**src/rtl/core/prma_pkg.sv**
```systemverilog
// ----------------------------------------------------------------------------
// prma_pkg
// Types, constants and helpers shared by the pixel running mean accumulator.
// ----------------------------------------------------------------------------
package prma_pkg;

  localparam int unsigned MaxWidth    = 256;
  localparam int unsigned MaxHeight   = 256;
  localparam int unsigned ChannelBits = 16;
  localparam int unsigned FracBits    = ChannelBits - 4;
  localparam int unsigned CountBits   = 16;
  localparam int unsigned ColBits     = $clog2(MaxWidth);
  localparam int unsigned RowBits     = $clog2(MaxHeight);
  localparam int unsigned AddrBits    = ColBits + RowBits;
  localparam int unsigned Pixels      = MaxWidth * MaxHeight;
  localparam int unsigned WordBits    = 3 * ChannelBits + CountBits;
  localparam int unsigned DimBits     = 9;
  localparam int unsigned FifoDepth   = 2;
  localparam int unsigned CfgIdxBits  = 2;

  localparam logic [CfgIdxBits-1:0] CfgWidth  = 2'd0;
  localparam logic [CfgIdxBits-1:0] CfgHeight = 2'd1;

  localparam logic [2:0] ReqSet     = 3'd0;
  localparam logic [2:0] ReqAccXy   = 3'd1;
  localparam logic [2:0] ReqAccScan = 3'd2;
  localparam logic [2:0] ReqRead    = 3'd3;
  localparam logic [2:0] ReqClear   = 3'd4;
  localparam logic [2:0] ReqRestart = 3'd5;

  typedef enum logic [2:0] {
    OP_SET,
    OP_ACC,
    OP_READ,
    OP_CLEAR,
    OP_IGNORE
  } op_e;

  typedef struct packed {
    logic [2:0]  req_type;
    logic [7:0]  pixel_x;
    logic [7:0]  pixel_y;
    logic [15:0] in_red;
    logic [15:0] in_green;
    logic [15:0] in_blue;
  } req_t;

  typedef struct packed {
    logic [15:0] out_red;
    logic [15:0] out_green;
    logic [15:0] out_blue;
    logic [15:0] sample_count;
    logic [23:0] packed_rgb;
    logic [7:0]  scan_col;
    logic [8:0]  scan_row;
    logic        frame_full;
    logic        ignored;
  } res_t;

  // one queued command: colour is {blue, green, red}
  typedef struct packed {
    op_e                        op;
    logic [AddrBits-1:0]        addr;
    logic [3*ChannelBits-1:0]   color;
    logic [7:0]                 scan_col;
    logic [8:0]                 scan_row;
    logic                       full;
  } cmd_t;

  function automatic logic [7:0] to_byte(input logic [ChannelBits-1:0] v);
    logic [ChannelBits+7:0] prod;
    logic [ChannelBits+7-FracBits:0] sh;
    prod = ({8'd0, v} << 8) - {8'd0, v};
    sh   = prod[ChannelBits+7:FracBits];
    to_byte = (sh > 255) ? 8'hFF : sh[7:0];
  endfunction

endpackage

```
**src/rtl/core/prma_cmd_fifo.sv**
```systemverilog
// ----------------------------------------------------------------------------
// prma_cmd_fifo
// Short command queue between the front and back ends.
// ----------------------------------------------------------------------------
module prma_cmd_fifo (
  input  logic          clk_i,
  input  logic          rst_ni,
  input  logic          push_i,
  input  prma_pkg::cmd_t push_data_i,
  input  logic          pop_i,
  output prma_pkg::cmd_t head_o,
  output logic          full_o,
  output logic          empty_o
);

  localparam int unsigned PtrBits = $clog2(prma_pkg::FifoDepth);

  prma_pkg::cmd_t mem_q [prma_pkg::FifoDepth];
  logic [PtrBits-1:0] wptr_q, rptr_q;
  logic [PtrBits:0]   cnt_q;

  assign full_o  = (cnt_q == (PtrBits+1)'(prma_pkg::FifoDepth));
  assign empty_o = (cnt_q == '0);
  assign head_o  = mem_q[rptr_q];

  always_ff @(posedge clk_i) begin
    if (push_i) begin
      mem_q[wptr_q] <= push_data_i;
    end
  end

  always_ff @(posedge clk_i or negedge rst_ni) begin
    if (!rst_ni) begin
      wptr_q <= '0;
      rptr_q <= '0;
      cnt_q  <= '0;
    end else begin
      if (push_i) begin
        wptr_q <= (wptr_q == PtrBits'(prma_pkg::FifoDepth - 1)) ? '0 : wptr_q + 1'b1;
      end
      if (pop_i) begin
        rptr_q <= (rptr_q == PtrBits'(prma_pkg::FifoDepth - 1)) ? '0 : rptr_q + 1'b1;
      end
      if (push_i && !pop_i) begin
        cnt_q <= cnt_q + 1'b1;
      end else if (pop_i && !push_i) begin
        cnt_q <= cnt_q - 1'b1;
      end
    end
  end

endmodule

```
**config.mk**
```make
export PLATFORM = sky130hd
export DESIGN_NAME = prma_cmd_fifo
export DESIGN_NICKNAME = d
export VERILOG_FILES = /design/src/rtl/core/prma_pkg.sv /design/src/rtl/core/prma_cmd_fifo.sv
export SDC_FILE = /design/constraint.sdc
export NUM_CORES = 1
export LEC_CHECK = 0
export ABC_AREA = 1
export CAP_MARGIN = 20
export CORE_ASPECT_RATIO = 2
export CORE_MARGIN = 2
export CORE_UTILIZATION = 45
export DETAILED_ROUTE_END_ITERATION = 8
export DONT_BUFFER_PORTS = 1
export PLACE_DENSITY = 0.63
export SLEW_MARGIN = 20
export SYNTH_ARGS = -nofsm -noshare
export SYNTH_HDL_FRONTEND = slang
export SYNTH_SLANG_ARGS = --single-unit
export TNS_END_PERCENT = 50
```
**constraint.sdc**
```tcl
create_clock -name clk_i -period 7.2 [get_ports clk_i]
set_input_delay 0.36 -clock clk_i [delete_from_list [all_inputs] [get_ports clk_i]]
set_output_delay 0.36 -clock clk_i [all_outputs]
set_load 0.01 [all_outputs]
```
==> qor.csv <==
metric;value;unit
status;completed;
final_max_slew_viol_count;0;
netlist.area_leader.share;78.0;%
synth.area.top_cells;sky130_fd_sc_hd__edfxtp_1, sky130_fd_sc_hd__mux2_4, sky130_fd_sc_hd__mux2_2, sky130_fd_sc_hd__dfrtp_1, sky130_fd_sc_hd__buf_12;
final.fill_count;1176;
fp.dieH;175;µm
grt-ovfl-total;0;
critical_path.startpoint_type;flop;
ys_warn_count;0;
synth_xor_area_share;0.401;%
timing.critical_path.from;rptr_q;
drcViolationCount;0;
totalNegativeSetupSlack;0;ns
cp_slowest_cell;sky130_fd_sc_hd__buf_6;
setup-violations-final;0;
core;14300;µm²
slew_headroom;45.3;%
ff_latch_area;5210;µm²
synth_cells;290;
clkTransAtPathRegs;0.06;ns
post_synth_fa_ha_maj_area_fraction;0.191;%
diodes;0;
crit_chain;buf_6, mux2_2;
grt_antenna_before_repair;0;
clock_latency_at_the_later_pin_of_the_worst_skew_pair;0.41;ns
cap_violations;0;
number_of_buffers_on_the_longest_clock_path;2;
synth.area.mux_share;16.9;%
via_count;2560;
dieArea;15600;µm²
synth_top_family_by_area;multiplexers;
cts_tree;done;
ys_types;16;
io-pin-count;176;
drt_wl_total;10700;µm
dr.first_iter.drc_count;110;
area_growth_syn_to_layout;11.2;%
wl_per_cell;21.0;µm
finish.net_count;394;
cts.root.buffer_cell;sky130_fd_sc_hd__clkbuf_16;
tritoncts_num_sinks;174;
maximum_cell_stage_delay_along_the_critical_path;0.62;ns
std_cell_rows;62;
netlist_area;6550;µm²
met3_wirelength;941;µm
seq_cells_post_synth;174;
final.setup_skew;0.00764;ns
hp-start;push_i;
avgViaCountPerCell;5.03;
hpwl_dp;7390;µm
numCtsBuffers;17;
finalHoldWorstSlack;0.0341;ns
synthesized_area_fraction_occupied_by_ao_oa_aoi_and_oai_cells;0;%
initial_core_utilization;45.9;%
synthesis.area_per_instance;22.6;µm²
wire_length_of_the_first_global_routing_pass;15400;µm
setup.worst_path.end;head_o[1];
htree_levels;4;
first_pass_iters;4;
power-per-cell-area;410;nW/µm²
timing.rr.end;mem_q[1][29];
global_route.usage.total;14.0;%
port-buffer-count;0;
maxUsedRoutingLayer;met4;
timing.reg2reg.worst_path_depth;3;
critical_path.max_fanout;71;
worst-slew-pin-transition;0.820;ns
post_route_cells_drive_above_1_share;38.2;%
path_class;flop to primary output;
rr_startpoint;wptr_q;
critical_path.endpoint_type;primary output;
total_area_of_multi_input_combinational_cells;1190;µm²
ff2ff_setup_slack;5.16;ns
period_share;34.5;%
simple_gate_portion_of_the_synthesized_area;0.631;%
hold_viol_final;0;
vdd_drop_max;424;µV
critical_path_arrival;2.12;ns
first_global_vias;2847;
power_leakage;2.52;nW
wl_met2;6390;µm
m1WireLength;3130;µm
timing.critical_path.required;6.84;ns
total_nets_after_synthesis;380;
totalPowerFinal;0.00298;W
fp.dieW;89.3;µm
clock.fmax;0.403;GHz
synth_largest_area_cell;sky130_fd_sc_hd__edfxtp_1;
timing.hold.worst.class;input pin to flop;
globalplace.congestion;0.749;
fin_crit;2.48;ns
grt_setup_unrepaired;false;
seq_total_area_yosys;79.5;%
antenna_violating_nets_post_route;0;
grt_max_degree;72;
-- sequential cells by signal, summed over array words and instances, names as in the netlist --
register	cells
cnt_q	2
mem_q	170
rptr_q	1
wptr_q	1
-- layout make-up --
cell class / count / area share, %
clock buffers: 19 / 5.95
clock inverters: 13 / 1.79
inverters: 7 / 0.378
multi-input cells: 99 / 16.4
flip-flops and latches: 174 / 71.6
well taps: 192 / 3.30
repair buffers: 5 / 0.602
-- critical path: cells and delay by family (launching register included) --
kind / cells / cell delay, ns
buffers and inverters: 1 / 0.62
flip-flops: 1 / 0.55
multiplexers: 1 / 0.45
-- worst min path at each step --
stage	to	cells after the start
finish	wptr_q	1
global route	mem_q[0][11]	0
CTS	wptr_q	1
detailed placement	cnt_q[0]	0
global placement	cnt_q[0]	0
floorplan	cnt_q[0]	0
-- cells in the final DEF (no fill, tap or decap), types with 2 or more instances in the layout --
cell                         instances
sky130_fd_sc_hd__edfxtp_1          170
sky130_fd_sc_hd__mux2_2             45
sky130_fd_sc_hd__mux2_4             40
sky130_fd_sc_hd__clkbuf_16          17
sky130_fd_sc_hd__inv_1               6
sky130_fd_sc_hd__nand2_1             5
sky130_fd_sc_hd__clkinv_4            4
sky130_fd_sc_hd__inv_6               4
sky130_fd_sc_hd__dfrtp_1             3
sky130_fd_sc_hd__buf_4               3
sky130_fd_sc_hd__nor2_1              2
sky130_fd_sc_hd__xor2_1              2
sky130_fd_sc_hd__clkbuf_1            2
sky130_fd_sc_hd__clkinvlp_4          2
-- through the flow --
stage | instance area [µm²] | setup WS (ns) | instances | util [%]
4_1_cts | 7270 | 4.42 | 509 | 51.0
6_report | 7280 | 4.72 | 509 | 51.0
5_1_grt | 7280 | 4.61 | 509 | 51.0
2_1_floorplan | 6550 | 2.71 | 290 | -
3_5_place_dp | 6700 | 4.87 | 476 | 46.9
3_3_place_gp | 6700 | 4.93 | 476 | 46.9
-- power by group --
| part | switching, W | internal, W | leakage [nW] |
|---|---|---|---|
| clock network | 0.000369 | 0.000484 | 0.268 |
| registers | 0.0000693 | 0.00135 | 1.64 |
| logic | 0.000402 | 0.000309 | 0.606 |
| total | 0.000840 | 0.00214 | 2.52 |
-- kinds of logic after synthesis --
family | count (synthesis)
xor+xnor | 3
buf+inv | 17
simple gates | 10
mux | 85
flops | 174
fa+ha+maj | 1
-- synthesized netlist by cell type --
cell,instances
sky130_fd_sc_hd__nand4_1,1
sky130_fd_sc_hd__buf_6,1
sky130_fd_sc_hd__nand3_1,1
sky130_fd_sc_hd__nor2_1,3
sky130_fd_sc_hd__xnor2_1,1
sky130_fd_sc_hd__inv_1,7
sky130_fd_sc_hd__nand2_1,5
sky130_fd_sc_hd__edfxtp_1,170
sky130_fd_sc_hd__buf_12,4
sky130_fd_sc_hd__ha_1,1
sky130_fd_sc_hd__xor2_1,2
sky130_fd_sc_hd__dfrtp_1,4
sky130_fd_sc_hd__mux2_4,40
sky130_fd_sc_hd__buf_8,1
sky130_fd_sc_hd__buf_2,4
sky130_fd_sc_hd__mux2_2,45
-- what timing repair did --
| item | 4_1_cts | 5_1_grt |
|---|---|---|
| hold buffers | 1 | 0 |
| hold endpoints to repair | 4 | 0 |
| buffers inserted | 0 | 0 |
| gates resized for setup | 0 | 0 |
-- routing by layer --
layer  GRT usage [%]  vias to the layer above
li1                -                     1161
met1            12.0                     1277
met2            25.8                      106
met3            5.94                       16
met4            6.97                        0
met5               0                        -
Note: power is estimated with default switching activity, not from simulation.
