$ cat src/rtl/core/prma_pkg.sv
// ----------------------------------------------------------------------------
// prma_pkg
// Types, constants and helpers shared by the pixel running mean accumulator.
// ----------------------------------------------------------------------------
package prma_pkg;

  localparam int unsigned MaxWidth    = 256;
  localparam int unsigned MaxHeight   = 256;
  localparam int unsigned ChannelBits = 16;
  localparam int unsigned FracBits    = ChannelBits - 4;
  localparam int unsigned CountBits   = 16;
  localparam int unsigned ColBits     = $clog2(MaxWidth);
  localparam int unsigned RowBits     = $clog2(MaxHeight);
  localparam int unsigned AddrBits    = ColBits + RowBits;
  localparam int unsigned Pixels      = MaxWidth * MaxHeight;
  localparam int unsigned WordBits    = 3 * ChannelBits + CountBits;
  localparam int unsigned DimBits     = 9;
  localparam int unsigned FifoDepth   = 2;
  localparam int unsigned CfgIdxBits  = 2;

  localparam logic [CfgIdxBits-1:0] CfgWidth  = 2'd0;
  localparam logic [CfgIdxBits-1:0] CfgHeight = 2'd1;

  localparam logic [2:0] ReqSet     = 3'd0;
  localparam logic [2:0] ReqAccXy   = 3'd1;
  localparam logic [2:0] ReqAccScan = 3'd2;
  localparam logic [2:0] ReqRead    = 3'd3;
  localparam logic [2:0] ReqClear   = 3'd4;
  localparam logic [2:0] ReqRestart = 3'd5;

  typedef enum logic [2:0] {
    OP_SET,
    OP_ACC,
    OP_READ,
    OP_CLEAR,
    OP_IGNORE
  } op_e;

  typedef struct packed {
    logic [2:0]  req_type;
    logic [7:0]  pixel_x;
    logic [7:0]  pixel_y;
    logic [15:0] in_red;
    logic [15:0] in_green;
    logic [15:0] in_blue;
  } req_t;

  typedef struct packed {
    logic [15:0] out_red;
    logic [15:0] out_green;
    logic [15:0] out_blue;
    logic [15:0] sample_count;
    logic [23:0] packed_rgb;
    logic [7:0]  scan_col;
    logic [8:0]  scan_row;
    logic        frame_full;
    logic        ignored;
  } res_t;

  // one queued command: colour is {blue, green, red}
  typedef struct packed {
    op_e                        op;
    logic [AddrBits-1:0]        addr;
    logic [3*ChannelBits-1:0]   color;
    logic [7:0]                 scan_col;
    logic [8:0]                 scan_row;
    logic                       full;
  } cmd_t;

  function automatic logic [7:0] to_byte(input logic [ChannelBits-1:0] v);
    logic [ChannelBits+7:0] prod;
    logic [ChannelBits+7-FracBits:0] sh;
    prod = ({8'd0, v} << 8) - {8'd0, v};
    sh   = prod[ChannelBits+7:FracBits];
    to_byte = (sh > 255) ? 8'hFF : sh[7:0];
  endfunction

endpackage

$ cat src/rtl/core/prma_front.sv
// ----------------------------------------------------------------------------
// prma_front
// Accepts requests, keeps configuration and scan position, and turns each
// request into a queued store command.
// ----------------------------------------------------------------------------
module prma_front (
  input  logic                                clk_i,
  input  logic                                rst_ni,
  input  logic                                accept_i,
  input  prma_pkg::req_t                      req_i,
  input  logic                                cfg_we_i,
  input  logic [prma_pkg::CfgIdxBits-1:0]     cfg_idx_i,
  input  logic [prma_pkg::DimBits-1:0]        cfg_data_i,
  output logic                                push_o,
  output prma_pkg::cmd_t                      cmd_o
);

  localparam logic [prma_pkg::DimBits-1:0] MaxW = prma_pkg::DimBits'(prma_pkg::MaxWidth);
  localparam logic [prma_pkg::DimBits-1:0] MaxH = prma_pkg::DimBits'(prma_pkg::MaxHeight);

  logic [prma_pkg::DimBits-1:0] width_q, height_q, eff_w, eff_h;
  logic [7:0] col_q, col_d;
  logic [8:0] row_q, row_d;
  logic       full_now, full_after;
  logic [8:0] col_inc;

  assign eff_w = (width_q == '0) ? 9'd1 : ((width_q > MaxW) ? MaxW : width_q);
  assign eff_h = (height_q == '0) ? 9'd1 : ((height_q > MaxH) ? MaxH : height_q);
  assign full_now = (row_q >= eff_h);
  assign col_inc  = {1'b0, col_q} + 9'd1;

  always_comb begin
    col_d        = col_q;
    row_d        = row_q;
    cmd_o.op     = prma_pkg::OP_READ;
    cmd_o.addr   = {req_i.pixel_y, req_i.pixel_x};
    cmd_o.color  = {req_i.in_blue, req_i.in_green, req_i.in_red};
    unique case (req_i.req_type)
      prma_pkg::ReqSet:   cmd_o.op = prma_pkg::OP_SET;
      prma_pkg::ReqAccXy: cmd_o.op = prma_pkg::OP_ACC;
      prma_pkg::ReqAccScan: begin
        if (full_now) begin
          cmd_o.op = prma_pkg::OP_IGNORE;
        end else begin
          cmd_o.op   = prma_pkg::OP_ACC;
          cmd_o.addr = {row_q[7:0], col_q};
          if (col_inc >= eff_w) begin
            col_d = '0;
            row_d = row_q + 9'd1;
          end else begin
            col_d = col_inc[7:0];
          end
        end
      end
      prma_pkg::ReqClear: cmd_o.op = prma_pkg::OP_CLEAR;
      prma_pkg::ReqRestart: begin
        col_d = '0;
        row_d = '0;
      end
      default: cmd_o.op = prma_pkg::OP_READ;
    endcase
    full_after     = (row_d >= eff_h);
    cmd_o.scan_col = col_d;
    cmd_o.scan_row = row_d;
    cmd_o.full     = full_after;
  end

  assign push_o = accept_i;

  always_ff @(posedge clk_i or negedge rst_ni) begin
    if (!rst_ni) begin
      width_q  <= MaxW;
      height_q <= MaxH;
      col_q    <= '0;
      row_q    <= '0;
    end else begin
      if (cfg_we_i && cfg_idx_i == prma_pkg::CfgWidth) begin
        width_q <= cfg_data_i;
      end
      if (cfg_we_i && cfg_idx_i == prma_pkg::CfgHeight) begin
        height_q <= cfg_data_i;
      end
      if (accept_i) begin
        col_q <= col_d;
        row_q <= row_d;
      end
    end
  end

endmodule

$ cat config.mk
export PLATFORM = sky130hd
export DESIGN_NAME = prma_front
export DESIGN_NICKNAME = d
export VERILOG_FILES = /design/src/rtl/core/prma_pkg.sv /design/src/rtl/core/prma_front.sv
export SDC_FILE = /design/constraint.sdc
export NUM_CORES = 1
export LEC_CHECK = 0
export BUFFER_PORTS_ARGS = -buffer_cell sky130_fd_sc_hd__buf_2
export CAP_MARGIN = 5
export CORE_ASPECT_RATIO = 0.6
export CORE_MARGIN = 1
export CORE_UTILIZATION = 40
export CTS_CLUSTER_DIAMETER = 150
export DETAILED_ROUTE_END_ITERATION = 16
export GPL_TIMING_DRIVEN = 1
export PLACE_DENSITY_LB_ADDON = 0.15
export SETUP_SLACK_MARGIN = 0.4
export SLEW_MARGIN = 20
export SYNTH_ARGS = -nofsm -noshare
export SYNTH_HDL_FRONTEND = slang
export SYNTH_SLANG_ARGS = --single-unit
$ cat constraint.sdc
create_clock -name clk_i -period 11.3 [get_ports clk_i]
set_clock_uncertainty 0.1 [all_clocks]
set_input_delay 0.565 -clock clk_i [delete_from_list [all_inputs] [get_ports clk_i]]
set_output_delay 0.565 -clock clk_i [all_outputs]
set_load 0.01 [all_outputs]
==> flow_summary.yaml <==
run_status:
  status: "finished, final reports clean"
final_layout:
  final_nets: 496
  area_delta_synth_final_pct: 5.28
  seqCellArea_sq_um: 878
  final_util_pct: 44.5
  final_cell_count_no_fill: 494
  insertedDiodeCount: 0
  drive_above_1_share_pct: 28.5
  stdcell_area_sq_um: 3590
  fillCellCount: 828
  multi_input_area_sq_um: 2040
cts:
  cts_root_buf: "clkbuf_16"
  path_clk_slew_ns: 0.06
  clock_latency_ns: 0.28
  cts_hold_buffers: 0
  cts_made_buffers: 5
  clk_path_buf_depth: 2
  cts_tree: "done"
  cts.repair.resized: 0
  htreeDepth: 2
  clock-sinks: 35
  post-cts-setup-buffer-count: 0
grt:
  grt-ovfl-total: 0
  antenna_found_initial: 0
  first_global_vias: 2485
  grt_max_degree: 36
  track_usage_pct: 20.1
  grt_pass1_wl_um: 13400
synth:
  synth_top_area_cell: "dfrtp_1"
  synth_seq_cells: 35
  synthArstFlopShare_pct: 100
  syn_nets: 486
  synth-edff-count: 0
  ys_top_cells_by_area: "dfrtp_1, buf_4, ha_1"
  yosys.area.top_type_share_pct: 24.2
  synth_cells: 375
  ys.flop_type: "dfrtp_1"
  yosys.cell_types.count: 62
  yosys_warnings: 0
  syn_area_sq_um: 3410
  ys_seq_area_share_pct: 25.7
  syn_area_per_cell_sq_um: 9.10
worst_hold_path:
  hp-class: "in2async"
sta:
  tightest_slew_ns: 0.894
  fmax_mhz: 180
  slew_headroom_pct: 40.3
  setup_tns_ns: 0
  post-route-min-period_ns: 5.55
  fin_crit_sh_pct: 49.1
  rsz0062_at_grt: "false"
  finalMaxSlewViolations: 0
  final-hold-violation-count: 0
  setup_viol: 0
die:
  die-area_sq_um: 8920
  die_width_um: 121
  io_pins: 168
  core_sq_um: 8070
  start_util_pct: 42.3
  placement_rows: 25
  dieHeight_um: 73.5
worst_setup_path:
  end_kind: "output port"
  critPathKind: "reg2out"
  cp.arrival_ns: 4.89
  required_ns: 10.64
  critPathMaxFanout: 16
  startpoint_type: "flop"
routing:
  via_count: 2774
  drt_iter0_drc: 143
  drt-pass1-iter-count: 5
  totalWireLength_um: 8600
  drc: 0
  detail-route-antenna-nets: 0
  vias_per_cell: 5.62
  avgRoutedWirePerCell_um: 17.4
pwr:
  p_total_mw: 0.494
  ir_drop_v: 0.0000630
  p_per_area_nw_per_um2: 138
  power_leakage_nw: 1.71
placed_design:
  place_inst: 486
  dp_hpwl_um: 6550
  dpl_cell_area_sq_um: 3450
  io_buffers: 71
  gp_congestion: 0.786
run:
  maxCapViolations: 0
## sequential cells by signal (all words and copies together), names as in the netlist
| name | flops |
|---|---|
| col_q | 8 |
| height_q | 9 |
| row_q | 9 |
| width_q | 9 |
## worst max-delay path, cell delays in order (launching register included)
cell and delay, ns:
dfrtp_1 0.50, ha_1 0.35, and3_1 0.21, and3_1 0.27, xor2_1 0.18, ha_1 0.26, a211oi_1 0.20, o21bai_1 0.22
o211ai_2 0.62, xnor2_1 0.21, nand2_1 0.09, ha_1 0.30, nand2b_1 0.14, a21o_1 0.17, a21o_1 0.18, a211oi_1 0.25
o31ai_1 0.11, a31o_1 0.22, buf_2 0.13
## layout by cell type (no fill, tap or decap), drive strengths merged, types with 8 or more instances in the layout
cell    count
and3       11
a21oi      15
a31oi       9
mux2       32
nand3      16
ha         29
nand2      35
o21ai      11
nor2       14
dfrtp      33
buf        72
nand2b      8
## where the power goes
group	switching [mW]	internal, mW	total, mW
registers	0.0269	0.145	0.172
logic	0.0974	0.0855	0.183
clock network	0.0580	0.0813	0.139
total	0.182	0.312	0.494
## area by class of cell
class / instances / area share [%]
Clock buffer: 5 / 3.48
Clock inverter: 3 / 0.557
Inverter: 8 / 0.836
Multi-Input combinational cell: 263 / 56.8
Sequential cell: 35 / 24.5
Tap cell: 108 / 3.76
Timing Repair Buffer: 72 / 10.1
## Yosys cell counts (3+ instances only)
cell / instances
or3_1: 4
mux2_1: 15
nor2_1: 14
o2bb2ai_1: 7
nand2b_1: 7
o31ai_1: 5
a21oi_1: 15
inv_1: 6
o21ai_0: 6
o211a_1: 3
xnor2_1: 4
a32o_1: 5
a21o_1: 6
clkbuf_1: 11
dfrtp_1: 33
nand3_1: 15
a31oi_1: 8
nor3_1: 6
a22o_1: 3
o21ai_1: 4
nand2_1: 34
ha_1: 29
buf_2: 4
mux2i_1: 3
buf_4: 51
and3_1: 11
xor2_1: 3
mux2_2: 17
nor3b_1: 3
## layer usage
layer / vias up / wire [um] / track usage [%] / share of wire [%]
met2: 120 / 3170 / 27.0 / 37
met5: - / 0 / 0 / 0
met3: 4 / 722 / 5.75 / 8.4
li1: 1351 / - / - / -
met4: 0 / 34 / 2.88 / 0.40
met1: 1299 / 4670 / 31.4 / 54
## kinds of logic after synthesis
family | synth area share, %
xor+xnor | 1.80
fa+ha+maj | 10.6
mux | 11.4
compound gates | 18.8
buf+inv | 14.4
flops | 25.7
simple gates | 17.2
## metrics by stage
| step | hold WS [ns] | worst slack (ns) |
|---|---|---|
| finish | 0.286 | 5.75 |
| global route | 0.348 | 5.43 |
| CTS | 0.321 | 5.78 |
| detailed placement | 0.428 | 6.11 |
| global placement | 0.426 | 6.22 |
| floorplan | 0.169 | 6.53 |
## final timing paths
check	start	slack, ns	endpoint	cells after the start
worst max-delay path	col_q[0]$_DFFE_PN0P_	5.75	cmd_o[0]	18
worst min-delay path	rst_ni	0.29	row_q[6]$_DFFE_PN0P_	1
worst max register to register	col_q[0]$_DFFE_PN0P_	7.76	row_q[6]$_DFFE_PN0P_	10
worst min register to register	height_q[0]$_DFFE_PN0P_	0.43	height_q[0]$_DFFE_PN0P_	1
max in group asynchronous	rst_ni	10.27	height_q[7]$_DFFE_PN0P_	1
min in group clk_i	height_q[0]$_DFFE_PN0P_	0.43	height_q[0]$_DFFE_PN0P_	1
Note: power is estimated with default switching activity, not from simulation.
